`config.mk`:
```
export PLATFORM = sky130hd
export DESIGN_NAME = rtc_day_time_counter_with_alarm_top
export DESIGN_NICKNAME = d
export VERILOG_FILES = /design/src/hdl/rtc_pkg.sv /design/src/hdl/rtc_day_time_counter_with_alarm_top.sv
export SDC_FILE = /design/constraint.sdc
export NUM_CORES = 1
export LEC_CHECK = 0
export BUFFER_PORTS_ARGS = -buffer_cell sky130_fd_sc_hd__buf_2
export CAP_MARGIN = 20
export CORE_MARGIN = 2
export CORE_UTILIZATION = 40
export CTS_CLUSTER_DIAMETER = 60
export CTS_CLUSTER_SIZE = 10
export DETAILED_ROUTE_END_ITERATION = 7
export SLEW_MARGIN = 10
export SYNTH_ARGS = -nofsm -noshare
export SYNTH_HDL_FRONTEND = slang
export SYNTH_SLANG_ARGS = --single-unit
```
`constraint.sdc`:
```
create_clock -name clk_i -period 3.5 [get_ports clk_i]
set_input_delay 0.175 -clock clk_i [delete_from_list [all_inputs] [get_ports clk_i]]
set_output_delay 0.175 -clock clk_i [all_outputs]
set_load 0.05 [all_outputs]
```
`src/hdl/rtc_pkg.sv`:
```
// Shared types and constants for the day/time counter with alarm.
`timescale 1ns / 1ps

package rtc_pkg;

  localparam int unsigned DAY_BITS = 16;
  localparam int unsigned DATA_W   = 32;
  localparam int unsigned IN_USER_W  = 6;
  localparam int unsigned OUT_USER_W = 8;

  typedef enum logic [1:0] {
    OP_TICK  = 2'd0,
    OP_READ  = 2'd1,
    OP_WRITE = 2'd2
  } op_e;

  localparam logic [3:0] REG_SEC       = 4'd0;
  localparam logic [3:0] REG_MIN       = 4'd1;
  localparam logic [3:0] REG_HRS       = 4'd2;
  localparam logic [3:0] REG_DAY       = 4'd3;
  localparam logic [3:0] REG_ALM_SEC   = 4'd4;
  localparam logic [3:0] REG_ALM_MIN   = 4'd5;
  localparam logic [3:0] REG_ALM_HOUR  = 4'd6;
  localparam logic [3:0] REG_CTRL      = 4'd7;
  localparam logic [3:0] REG_LD_SEC    = 4'd8;
  localparam logic [3:0] REG_LD_MIN    = 4'd9;
  localparam logic [3:0] REG_LD_HOUR   = 4'd10;
  localparam logic [3:0] REG_LD_DAY    = 4'd11;
  localparam logic [3:0] REG_STATUS    = 4'd12;
  localparam logic [3:0] REG_REVISION  = 4'd13;
  localparam logic [3:0] REG_TIME      = 4'd14;

  localparam logic [31:0] REVISION = 32'h0001_0000;

  // control word bits
  localparam int unsigned CTRL_EN    = 0;
  localparam int unsigned CTRL_IALM  = 5;
  localparam int unsigned CTRL_LOAD  = 6;

  // status bits
  localparam int unsigned ST_ALM = 4;

  localparam logic [7:0] SEC_MAX  = 8'd59;
  localparam logic [7:0] HOUR_MAX = 8'd23;

endpackage

```
`src/hdl/rtc_day_time_counter_with_alarm_top.sv`:
```
// Real-time clock: sec/min/hour/day counters, alarm, status and register access.
//
//  channel  dir  tdata            tuser
//  s_axis   in   write_data[31:0] opcode[1:0], reg_index[5:2]
//  m_axis   out  read_data[31:0]  alarm_level[0], irq_pulses[5:1], bus_error[6],
//                                 range_warning[7]
//
//  One beat per cycle while the result is not stalled; result appears in the cycle after the input beat.
//  The single result register sets the latency; input is taken whenever that
//  register is empty or being drained in the same cycle.
//  Reset clears all counters, alarm, load, control and status registers.
//  A stalled result holds; the input stalls only while the result waits.
`timescale 1ns / 1ps

module rtc_day_time_counter_with_alarm_top (
  input  logic                             clk_i,
  input  logic                             rst_ni,
  input  logic                             s_axis_tvalid_i,
  output logic                             s_axis_tready_o,
  input  logic [rtc_pkg::DATA_W-1:0]       s_axis_tdata_i,  // write_data
  input  logic [rtc_pkg::IN_USER_W-1:0]    s_axis_tuser_i,  // opcode, reg_index
  output logic                             m_axis_tvalid_o,
  input  logic                             m_axis_tready_i,
  output logic [rtc_pkg::DATA_W-1:0]       m_axis_tdata_o,  // read_data
  output logic [rtc_pkg::OUT_USER_W-1:0]   m_axis_tuser_o   // alarm_level, irq_pulses,
                                                            // bus_error, range_warning
);

  logic [7:0]                   sec_q, sec_d, min_q, min_d, hour_q, hour_d;
  logic [rtc_pkg::DAY_BITS-1:0] day_q, day_d;
  logic [7:0]                   alm_sec_q, alm_sec_d, alm_min_q, alm_min_d;
  logic [7:0]                   alm_hour_q, alm_hour_d;
  logic [7:0]                   ld_sec_q, ld_sec_d, ld_min_q, ld_min_d;
  logic [7:0]                   ld_hour_q, ld_hour_d;
  logic [15:0]                  ld_day_q, ld_day_d;
  logic [31:0]                  ctrl_q, ctrl_d;
  logic [4:0]                   status_q, status_d;

  logic                         m_valid_q, m_valid_d;
  logic [31:0]                  m_data_q;
  logic [7:0]                   m_user_q;

  logic                         in_beat;
  rtc_pkg::op_e                 op;
  logic [3:0]                   idx;
  logic [31:0]                  wd;
  logic [31:0]                  rdata;
  logic                         berr, warn, alarm_chk, pulse_on, alarm_level;
  logic [3:0]                   chg;
  logic [4:0]                   pulses;

  assign s_axis_tready_o = !m_valid_q || m_axis_tready_i;
  assign in_beat         = s_axis_tvalid_i && s_axis_tready_o;
  assign op              = rtc_pkg::op_e'(s_axis_tuser_i[1:0]);
  assign idx             = s_axis_tuser_i[5:2];
  assign wd              = s_axis_tdata_i;

  always_comb begin
    sec_d      = sec_q;
    min_d      = min_q;
    hour_d     = hour_q;
    day_d      = day_q;
    alm_sec_d  = alm_sec_q;
    alm_min_d  = alm_min_q;
    alm_hour_d = alm_hour_q;
    ld_sec_d   = ld_sec_q;
    ld_min_d   = ld_min_q;
    ld_hour_d  = ld_hour_q;
    ld_day_d   = ld_day_q;
    ctrl_d     = ctrl_q;
    status_d   = status_q;
    rdata      = '0;
    berr       = 1'b0;
    warn       = 1'b0;
    alarm_chk  = 1'b0;
    pulse_on   = 1'b0;
    chg        = '0;

    if (in_beat) begin
      case (op)
        rtc_pkg::OP_TICK: begin
          if (ctrl_q[rtc_pkg::CTRL_EN]) begin
            chg[0] = 1'b1;
            chg[1] = sec_q >= rtc_pkg::SEC_MAX;
            chg[2] = chg[1] && (min_q >= rtc_pkg::SEC_MAX);
            chg[3] = chg[2] && (hour_q >= rtc_pkg::HOUR_MAX);
            sec_d  = chg[1] ? 8'd0 : sec_q + 8'd1;
            if (chg[1]) begin
              min_d = chg[2] ? 8'd0 : min_q + 8'd1;
            end
            if (chg[2]) begin
              hour_d = chg[3] ? 8'd0 : hour_q + 8'd1;
            end
            if (chg[3]) begin
              day_d = day_q + 1'b1;
            end
            status_d  = status_q | {1'b0, chg & ctrl_q[4:1]};
            alarm_chk = 1'b1;
            pulse_on  = 1'b1;
          end
        end
        rtc_pkg::OP_READ: begin
          if (ctrl_q[rtc_pkg::CTRL_EN] &&
              (idx inside {[rtc_pkg::REG_SEC:rtc_pkg::REG_DAY], rtc_pkg::REG_TIME})) begin
            alarm_chk = 1'b1;
            pulse_on  = 1'b1;
          end
          case (idx)
            rtc_pkg::REG_SEC:      rdata = 32'(sec_q);
            rtc_pkg::REG_MIN:      rdata = 32'(min_q);
            rtc_pkg::REG_HRS:      rdata = 32'(hour_q);
            rtc_pkg::REG_DAY:      rdata = 32'(day_q);
            rtc_pkg::REG_ALM_SEC:  rdata = 32'(alm_sec_q);
            rtc_pkg::REG_ALM_MIN:  rdata = 32'(alm_min_q);
            rtc_pkg::REG_ALM_HOUR: rdata = 32'(alm_hour_q);
            rtc_pkg::REG_CTRL:     rdata = ctrl_q;
            rtc_pkg::REG_LD_SEC:   rdata = 32'(ld_sec_q);
            rtc_pkg::REG_LD_MIN:   rdata = 32'(ld_min_q);
            rtc_pkg::REG_LD_HOUR:  rdata = 32'(ld_hour_q);
            rtc_pkg::REG_LD_DAY:   rdata = 32'(ld_day_q);
            rtc_pkg::REG_STATUS:   rdata = 32'(status_q);
            rtc_pkg::REG_REVISION: rdata = rtc_pkg::REVISION;
            rtc_pkg::REG_TIME: begin
              rdata = (32'(day_q) << 17) | (32'(hour_q) << 12) |
                      (32'(min_q) << 6) | 32'(sec_q);
            end
            default: berr = 1'b1;
          endcase
        end
        rtc_pkg::OP_WRITE: begin
          case (idx)
            rtc_pkg::REG_ALM_SEC:  alm_sec_d  = wd[7:0];
            rtc_pkg::REG_ALM_MIN:  alm_min_d  = wd[7:0];
            rtc_pkg::REG_ALM_HOUR: alm_hour_d = wd[7:0];
            rtc_pkg::REG_LD_SEC:   ld_sec_d   = wd[7:0];
            rtc_pkg::REG_LD_MIN:   ld_min_d   = wd[7:0];
            rtc_pkg::REG_LD_HOUR:  ld_hour_d  = wd[7:0];
            rtc_pkg::REG_LD_DAY:   ld_day_d   = wd[15:0];
            rtc_pkg::REG_CTRL: begin
              ctrl_d = wd;
              if (wd[rtc_pkg::CTRL_EN] && wd[rtc_pkg::CTRL_LOAD]) begin
                sec_d  = ld_sec_q;
                min_d  = ld_min_q;
                hour_d = ld_hour_q;
                day_d  = ld_day_q[rtc_pkg::DAY_BITS-1:0];
                ctrl_d[rtc_pkg::CTRL_LOAD] = 1'b0;
              end
            end
            rtc_pkg::REG_STATUS: begin
              status_d = status_q & ~wd[4:0];
              pulse_on = 1'b1;
            end
            default: berr = 1'b1;
          endcase
          warn = (alm_sec_d > rtc_pkg::SEC_MAX) || (alm_min_d > rtc_pkg::SEC_MAX) ||
                 (alm_hour_d > rtc_pkg::HOUR_MAX) || (ld_sec_d > rtc_pkg::SEC_MAX) ||
                 (ld_min_d > rtc_pkg::SEC_MAX) || (ld_hour_d > rtc_pkg::HOUR_MAX);
        end
        default: ;
      endcase

      if (alarm_chk && ctrl_d[rtc_pkg::CTRL_IALM] && (sec_d == alm_sec_d) &&
          (min_d == alm_min_d) && (hour_d == alm_hour_d)) begin
        status_d[rtc_pkg::ST_ALM] = 1'b1;
      end
    end
  end

  assign pulses      = pulse_on ? (ctrl_d[5:1] & status_d) : 5'd0;
  assign alarm_level = status_d[rtc_pkg::ST_ALM] && ctrl_d[rtc_pkg::CTRL_IALM];
  assign m_valid_d   = in_beat || (m_valid_q && !m_axis_tready_i);

  always_ff @(posedge clk_i or negedge rst_ni) begin
    if (!rst_ni) begin
      sec_q      <= '0;
      min_q      <= '0;
      hour_q     <= '0;
      day_q      <= '0;
      alm_sec_q  <= '0;
      alm_min_q  <= '0;
      alm_hour_q <= '0;
      ld_sec_q   <= '0;
      ld_min_q   <= '0;
      ld_hour_q  <= '0;
      ld_day_q   <= '0;
      ctrl_q     <= '0;
      status_q   <= '0;
      m_valid_q  <= 1'b0;
    end else begin
      sec_q      <= sec_d;
      min_q      <= min_d;
      hour_q     <= hour_d;
      day_q      <= day_d;
      alm_sec_q  <= alm_sec_d;
      alm_min_q  <= alm_min_d;
      alm_hour_q <= alm_hour_d;
      ld_sec_q   <= ld_sec_d;
      ld_min_q   <= ld_min_d;
      ld_hour_q  <= ld_hour_d;
      ld_day_q   <= ld_day_d;
      ctrl_q     <= ctrl_d;
      status_q   <= status_d;
      m_valid_q  <= m_valid_d;
    end
  end

  always_ff @(posedge clk_i) begin
    if (in_beat) begin
      m_data_q <= rdata;
      m_user_q <= {warn, berr, pulses, alarm_level};
    end
  end

  assign m_axis_tvalid_o = m_valid_q;
  assign m_axis_tdata_o  = m_data_q;
  assign m_axis_tuser_o  = m_user_q;

endmodule

```
==> results.md, run 1 <==
* Worst R2R Path Depth at 13
* Clk slew on worst S/H paths at approximately 0.08 ns
* Final Cell Area at 0.0137 sq mm
* FP Rows at 60
* Die W at around 170 microns
* CP Cell Sequence: ha_4 > o2111a_1 > o221ai_2 > buf_4 > nor3_2 > a21oi_1 > a211oi_1 > or4_1 > nor4_4 > buf_4 > a32oi_1 > buf_4 > nor3_2
* Final ANT Viol Nets at 0
* Pwr Total at 6.39 mW
* Dominant synthesized flop cell: dfrtp_1
* # IOs at 84
* Gr usage total at 33.9%
* Internal power at 4.12 mW
* Worst reg-to-reg setup slack at 0.09 ns
* Slew @ Worst Pin at 1.01 ns
* H-Tree Depth at 4
* Worst EP required at 3.79 ns
* Worst Path Arrival at 3.70 ns
* Critical path's slowest cell: or4_1
* Critical path type: flip-flop to flip-flop
* Yosys top cell area share at 32.5%
* Nature of the critical path startpoint: flip-flop
* Fmax at between 200 and 300 MHz
* Slowest stage delay, CP at 0.53 ns
* Number of fill cells at 2477
* Core ar. at 0.0269 sq mm
* Count of flip-flops with a built-in enable after synthesis at 40
* Most common cell after layout, fill and taps aside: buf_4
* Via density at 6.41
* Nets at approximately 1400
* Hold Fails Final Rpt at 0
* Placed inst area at 0.0127 sq mm
* HP Start: s_axis_tdata_i[1]
* Sum Neg Setup Slack at 0 ns
* Crit Path Max Fanout at 6
* Total gr overflow at 0
* Ys async rst share at ~80%
* Routability cong. at roughly 1.1
* Worst flop-to-flop path startpoint: sec_q[1]
* Port bufs at a little over 80
* Final core utilization at 51.1%
* Final number of max-transition violations at 0
* Synthesized flop and latch total at between 150 and 200
* Leakage at 5.86 nW
* Hold path depth at 2
* Clock skew at 0.0137 ns
* Switch share at 35.5%
* Max layer used: met4
* Combinational fraction of design power at a little over a quarter
* TritonCTS clock tree: yes
* Synth area leaders: dfrtp_1 (32%), edfxtp_1 (11%), mux2_2 (11%)
* Worst Hold Class: primary input to flip-flop
* Largest net degree at the start of global routing at between 60 and 70
* Register share of total power at roughly two fifths
* Drt total wl at 48400 microns
* Max-cap viol count at 0
* Clock latency on the worst-skew pair at 0.45 ns
* Sequential fraction of the synthesis area at 43.5%
* Time the worst path needs with I/O delays and setup at 3.41 ns
* Initial Util at 40.7%
* Initial DRC Count at roughly 1400
* Share of total power in the clock network at around a third
* Cells after Synth at 1120
* Synth unique cells at 86
* Mean cell area of the mapped netlist at between 9 and 10 sq um
* Vias post-DR at 10866
* DRT met1 WL at 20800 microns
* Number of synthesis warnings at 0
* Critical path endpoint category: flip-flop
* Root Buffer: clkbuf_16
* Cell taking the most area after synthesis: dfrtp_1
* Max-slew headroom at between 30% and 40%
* Total CTS buffers at 17
* Share of cells above drive strength 1 at approximately a third
* Wire length on met2 at roughly 21000 microns
* Avg WL per Cell at 28.6 microns
* Critical path's most frequent cell: buf_4
* R2r endpoint: m_axis_tuser_o[5]
* Worst-case clock buffer depth at 2
* Peak supply drop at ~0.37 mV
* DRC at 0
* Switching power at ~2.3 mW
* Vias in the first global route at 10319
* Full die area at about 0.029 sq mm
* Final setup viols at 0
* Pre-Repair DR Iteration Count at 7
* Synthesized area at around 0.011 sq mm
* Hold endpoint: ld_min_q[1]
* Hold_ws at around 0.032 ns
* Most frequent cells in the layout: buf_4 (172), dfrtp_1 (142), mux2_2 (104)
* Clk sinks at 182
* Outcome: completed
* Syn nets at 1170
* First-pass GRT wire length at 70200 microns
* PwrDens at 466 mW/mm^2
* Detail Placement HPWL at about 36000 microns
* Final worst-path cycle share at 97.5%
* Initial antenna violation count at 2
* Met3 WL post-DR at 4870 microns
* Area Growth Syn to Fin at 25.5%
* DIE HEIGHT at about 170 microns
## per-layer routing
| metal | up-vias | global-route usage (%) |
|---|---|---|
| met2 | 605 | 49.3 |
| met1 | 5421 | 48.1 |
| met4 | 0 | 14.2 |
| li1 | 4728 | - |
| met5 | - | 0 |
| met3 | 112 | 8.65 |
## worst max path at each step
stage	start	end	slack, ns	cells past startpoint
after CTS	sec_q[1]	m_axis_tuser_o[5]	0.04	13
after global routing	min_q[0]	m_axis_tuser_o[5]	-0.02	13
after detailed placement	s_axis_tuser_i[0]	m_axis_tuser_o[5]	-0.22	16
after floorplan	m_axis_tvalid_o	sec_q[0]	0.30	5
final	sec_q[1]	m_axis_tuser_o[5]	0.09	13
after global placement	s_axis_tuser_i[0]	m_axis_tuser_o[5]	-0.24	16
## metrics by stage
step | instances | setup slack [ns]
after global routing | 1693 | -0.0163
after floorplan | 1120 | 0.297
after global placement | 1634 | -0.244
after detailed placement | 1634 | -0.222
after CTS | 1692 | 0.0364
final | 1694 | 0.0881
## flip-flops by register name, indices dropped and copies added, names as in the netlist
register	count
m_axis_tuser_o	8
sec_q	8
min_q	8
ld_day_q	16
ld_min_q	8
ld_sec_q	8
alm_hour_q	8
alm_min_q	8
hour_q	8
alm_sec_q	8
m_axis_tvalid_o	1
status_q	5
m_axis_tdata_o	32
day_q	16
ctrl_q	32
ld_hour_q	8
## power by group through the flow
stage               registers [mW]  logic [mW]  clock network (mW)
CTS                           2.63        1.62                2.08
finish                        2.65        1.70                2.05
floorplan                     2.64       0.814                   0
global placement              2.66        1.59                   0
detailed placement            2.67        1.58                   0
global route                  2.66        1.79                2.16
## area by class of cell
class	instances	area, sq um	area share, %
clock inverters	14	186	1.36
clock buffers	18	429	3.13
well taps	341	427	3.11
flip-flops and latches	182	4750	34.6
inverters	22	82.6	0.602
multi-input cells	834	5850	42.6
diodes	1	2.50	0.0182
repair buffers	282	1990	14.5
## cells by family (layout without fill, tap and decap cells)
family / Yosys count / after routing / share of synthesized area, %
muxes: 129 / 129 / 13.0
other: 0 / 1 / 0
DFF: 182 / 182 / 43.5
AOI/OAI and AO/OA: 351 / 351 / 22.5
xor gates and xnor gates: 16 / 16 / 1.28
buffers and inverters: 104 / 336 / 4.15
and+or+nand+nor: 330 / 330 / 14.7
adders and majority gates: 8 / 8 / 0.915
## critical path, delay by kind of cell, from the launching register on
kind	cells	cell delay, ns
flip-flops	1	0.42
AO/OA/AOI/OAI	5	1.07
buffers and inverters	3	0.56
adder cells (fa/ha/maj)	1	0.19
AND/OR/NAND/NOR	4	1.02
## Yosys cell counts (9+ instances only)
| library cell | n |
|---|---|
| nand3_1 | 31 |
| nand2_1 | 87 |
| a31oi_1 | 27 |
| buf_2 | 14 |
| and3_1 | 11 |
| o22ai_1 | 16 |
| nor2_1 | 90 |
| a21oi_1 | 72 |
| clkbuf_1 | 45 |
| buf_1 | 13 |
| o21ai_0 | 63 |
| a221oi_1 | 13 |
| a22oi_1 | 49 |
| dfrtp_1 | 142 |
| nor3_1 | 34 |
| mux2_2 | 104 |
| a22o_1 | 9 |
| xnor2_1 | 11 |
| inv_1 | 20 |
| nand4_1 | 14 |
| nand2b_1 | 9 |
| edfxtp_1 | 40 |
| mux2i_1 | 24 |
## repair_timing
item | 4_1_cts | 5_1_grt
pin swaps | 0 | 7
endpoints found under the setup margin | 3 | 3
hold buffers | 26 | 0
setup buffers | 0 | 1
resized for setup | 5 | 13
hold endpoints to repair | 96 | 0
cloned | 0 | 0
Power figures use the tool's default switching activity.
==> run 2: changes to the inputs <==
- CORE_MARGIN: 2 -> 8
==> results.md, run 2 (same netlist as run 1, synthesis figures left out) <==
* Outcome: completed (unchanged)
* Initial antenna violation count at 1 (was 2)
* TritonCTS clock tree: yes (unchanged)
* Max-slew headroom at 34.6% (was 32.1%)
* Critical path endpoint category: flip-flop (unchanged)
* N_diodes at 0 (was 1)
* Most common cell after layout, fill and taps aside: dfrtp_1 (was buf_4)
* Routability cong. at 1.02 (was 1.07)
* Pre-Repair DR Iteration Count at 6 (was 7)
* Slowest stage delay, CP at 0.55 ns (was 0.53 ns)
* Total CTS buffers at 17 (unchanged)
* Share of cells above drive strength 1 at 30.4% (was 32.0%)
* FP Rows at 60 (unchanged)
* Gr usage total at 28.6% (was 33.9%)
* DRC at 0 (unchanged)
* Port bufs at 83 (unchanged)
* Hold Fails Final Rpt at 0 (unchanged)
* Nets at 1361 (was 1389)
* DIE HEIGHT at 181 microns (was 169 microns)
* Final worst-path cycle share at 95.5% (was 97.5%)
* Die W at 181 microns (was 169 microns)
* Most frequent cells in the layout: dfrtp_1 (142), buf_4 (140), mux2_2 (104) (was buf_4 (172), dfrtp_1 (142), mux2_2 (104))
* Slew @ Worst Pin at 0.977 ns (was 1.01 ns)
* PwrDens at 460 mW/mm^2 (was 466 mW/mm^2)
* Clock latency on the worst-skew pair at 0.45 ns (about the same)
* Nature of the critical path startpoint: flip-flop (unchanged)
* Leakage at 5.71 nW (was 5.86 nW)
* Clk sinks at 182 (unchanged)
* First-pass GRT wire length at 70000 microns (was 70200 microns)
* Critical path type: flip-flop to flip-flop (unchanged)
* Pwr Total at 6.21 mW (was 6.39 mW)
* Peak supply drop at 0.378 mV (was 0.367 mV)
* Final setup viols at 0 (unchanged)
* Total gr overflow at 0 (unchanged)
* Core ar. at 0.0269 sq mm (unchanged)
* Avg WL per Cell at 28.5 microns (was 28.6 microns)
* Time the worst path needs with I/O delays and setup at 3.34 ns (was 3.41 ns)
* Crit Path Max Fanout at 6 (unchanged)
* H-Tree Depth at 4 (unchanged)
* Vias in the first global route at 10375 (was 10319)
* Clk slew on worst S/H paths at 0.08 ns (about the same)
* Worst EP required at 3.79 ns (about the same)
* Worst Hold Class: primary input to flip-flop (unchanged)
* Initial Util at 40.7% (unchanged)
* Detail Placement HPWL at 35800 microns (was 36300 microns)
* RSZ-0062 raised after global routing: false
* Critical path's most frequent cell: buf_4 (unchanged)
* Vias post-DR at 10652 (was 10866)
* Drt total wl at 47500 microns (was 48400 microns)
* Root Buffer: clkbuf_16 (unchanged)
* Via density at 6.40 (was 6.41)
* Final number of max-transition violations at 0 (unchanged)
* Final ANT Viol Nets at 0 (unchanged)
* Max-cap viol count at 0 (unchanged)
* # IOs at 84 (unchanged)
* Clock skew at 0.0170 ns (was 0.0137 ns)
* Initial DRC Count at 1511 (was 1356)
* Full die area at 0.0329 sq mm (was 0.0287 sq mm)
* Largest net degree at the start of global routing at 59 (was 66)
* Critical path's slowest cell: or4_1 (unchanged)
* Worst Path Arrival at 3.63 ns (was 3.70 ns)
* CP Cell Sequence: ha_4 > o2111ai_4 > buf_6 > a221oi_4 > nand3_2 > a41oi_2 > xnor2_1 > or4_1 > nor4_2 > buf_4 > a32oi_1 > buf_4 > nor3_2 (was ha_4 > o2111a_1 > o221ai_2 > buf_4 > nor3_2 > a21oi_1 > a211oi_1 > or4_1 > nor4_4 > buf_4 > a32oi_1 > buf_4 > nor3_2)
* Sum Neg Setup Slack at 0 ns (unchanged)
* Fmax at 299 MHz (was 293 MHz)
* Area Growth Syn to Fin at 23.3% (was 25.5%)
* Worst-case clock buffer depth at 2 (unchanged)
[run 2: worst max-delay path, delay by kind of cell (launching register included)]
kind                       cells  cell delay (ns)
AOI/OAI and AO/OA              4             0.82
and+or+nand+nor                4             1.15
DFF                            1             0.40
xor gates and xnor gates       1             0.08
adders and majority gates      1             0.18
buffers and inverters          3             0.53
[run 2: final timing paths]
check,startpoint,endpoint,slack [ns],cells after the start
min in group asynchronous,rst_ni,ld_sec_q[2],0.23,2
min reg2reg,ctrl_q[24],ctrl_q[24],0.51,1
max in group asynchronous,rst_ni,ld_day_q[8],2.35,3
max reg2reg,sec_q[0],m_axis_tuser_o[5],0.16,13
max,sec_q[0],m_axis_tuser_o[5],0.16,13
min,s_axis_tdata_i[0],alm_sec_q[0],0.20,3
[run 2: metal layers]
metal	vias to the layer above	GRT usage (%)	wire (microns)
met3	140	7.56	4880
met1	5176	39.0	20000
li1	4681	-	-
met5	-	0	3
met4	2	14.7	2570
met2	653	41.1	20100
[run 2: through the flow]
stage | setup WS (ns) | hold slack [ns] | area [sq um] | std cells | util (%)
after floorplan | 0.297 | -0.121 | 10900 | 1120 | -
after global placement | 0.0804 | 0.143 | 12500 | 1606 | 46.7
after detailed placement | 0.0455 | 0.138 | 12500 | 1606 | 46.7
after CTS | 0.0130 | 0.174 | 13400 | 1665 | 49.9
after global routing | 0.00411 | 0.200 | 13500 | 1665 | 50.2
final | 0.158 | 0.198 | 13500 | 1665 | 50.2
[run 2: cell type report]
type,count,area [sq um]
Fill cell,2499,13400
Multi-Input combinational cell,834,5820
Sequential cell,182,4750
Timing Repair Buffer,254,1810
Clock buffer,18,439
Tap cell,341,427
Clock inverter,14,145
Inverter,22,82.6
[run 2: power by group]
| part | leakage (nW) | internal (mW) | switching (mW) |
|---|---|---|---|
| Clock | 0.274 | 1.02 | 0.925 |
| Combinational | 3.18 | 0.627 | 0.962 |
| Sequential | 2.26 | 2.37 | 0.299 |
[run 2: timing repair]
| item | in CTS | in global routing |
|---|---|---|
| buffers inserted | 0 | 0 |
| setup endpoints to repair | 1 | 3 |
| hold buffers | 27 | 0 |
| gates resized for setup | 1 | 14 |
| pin swaps | 0 | 6 |
| hold endpoints to repair | 75 | 0 |
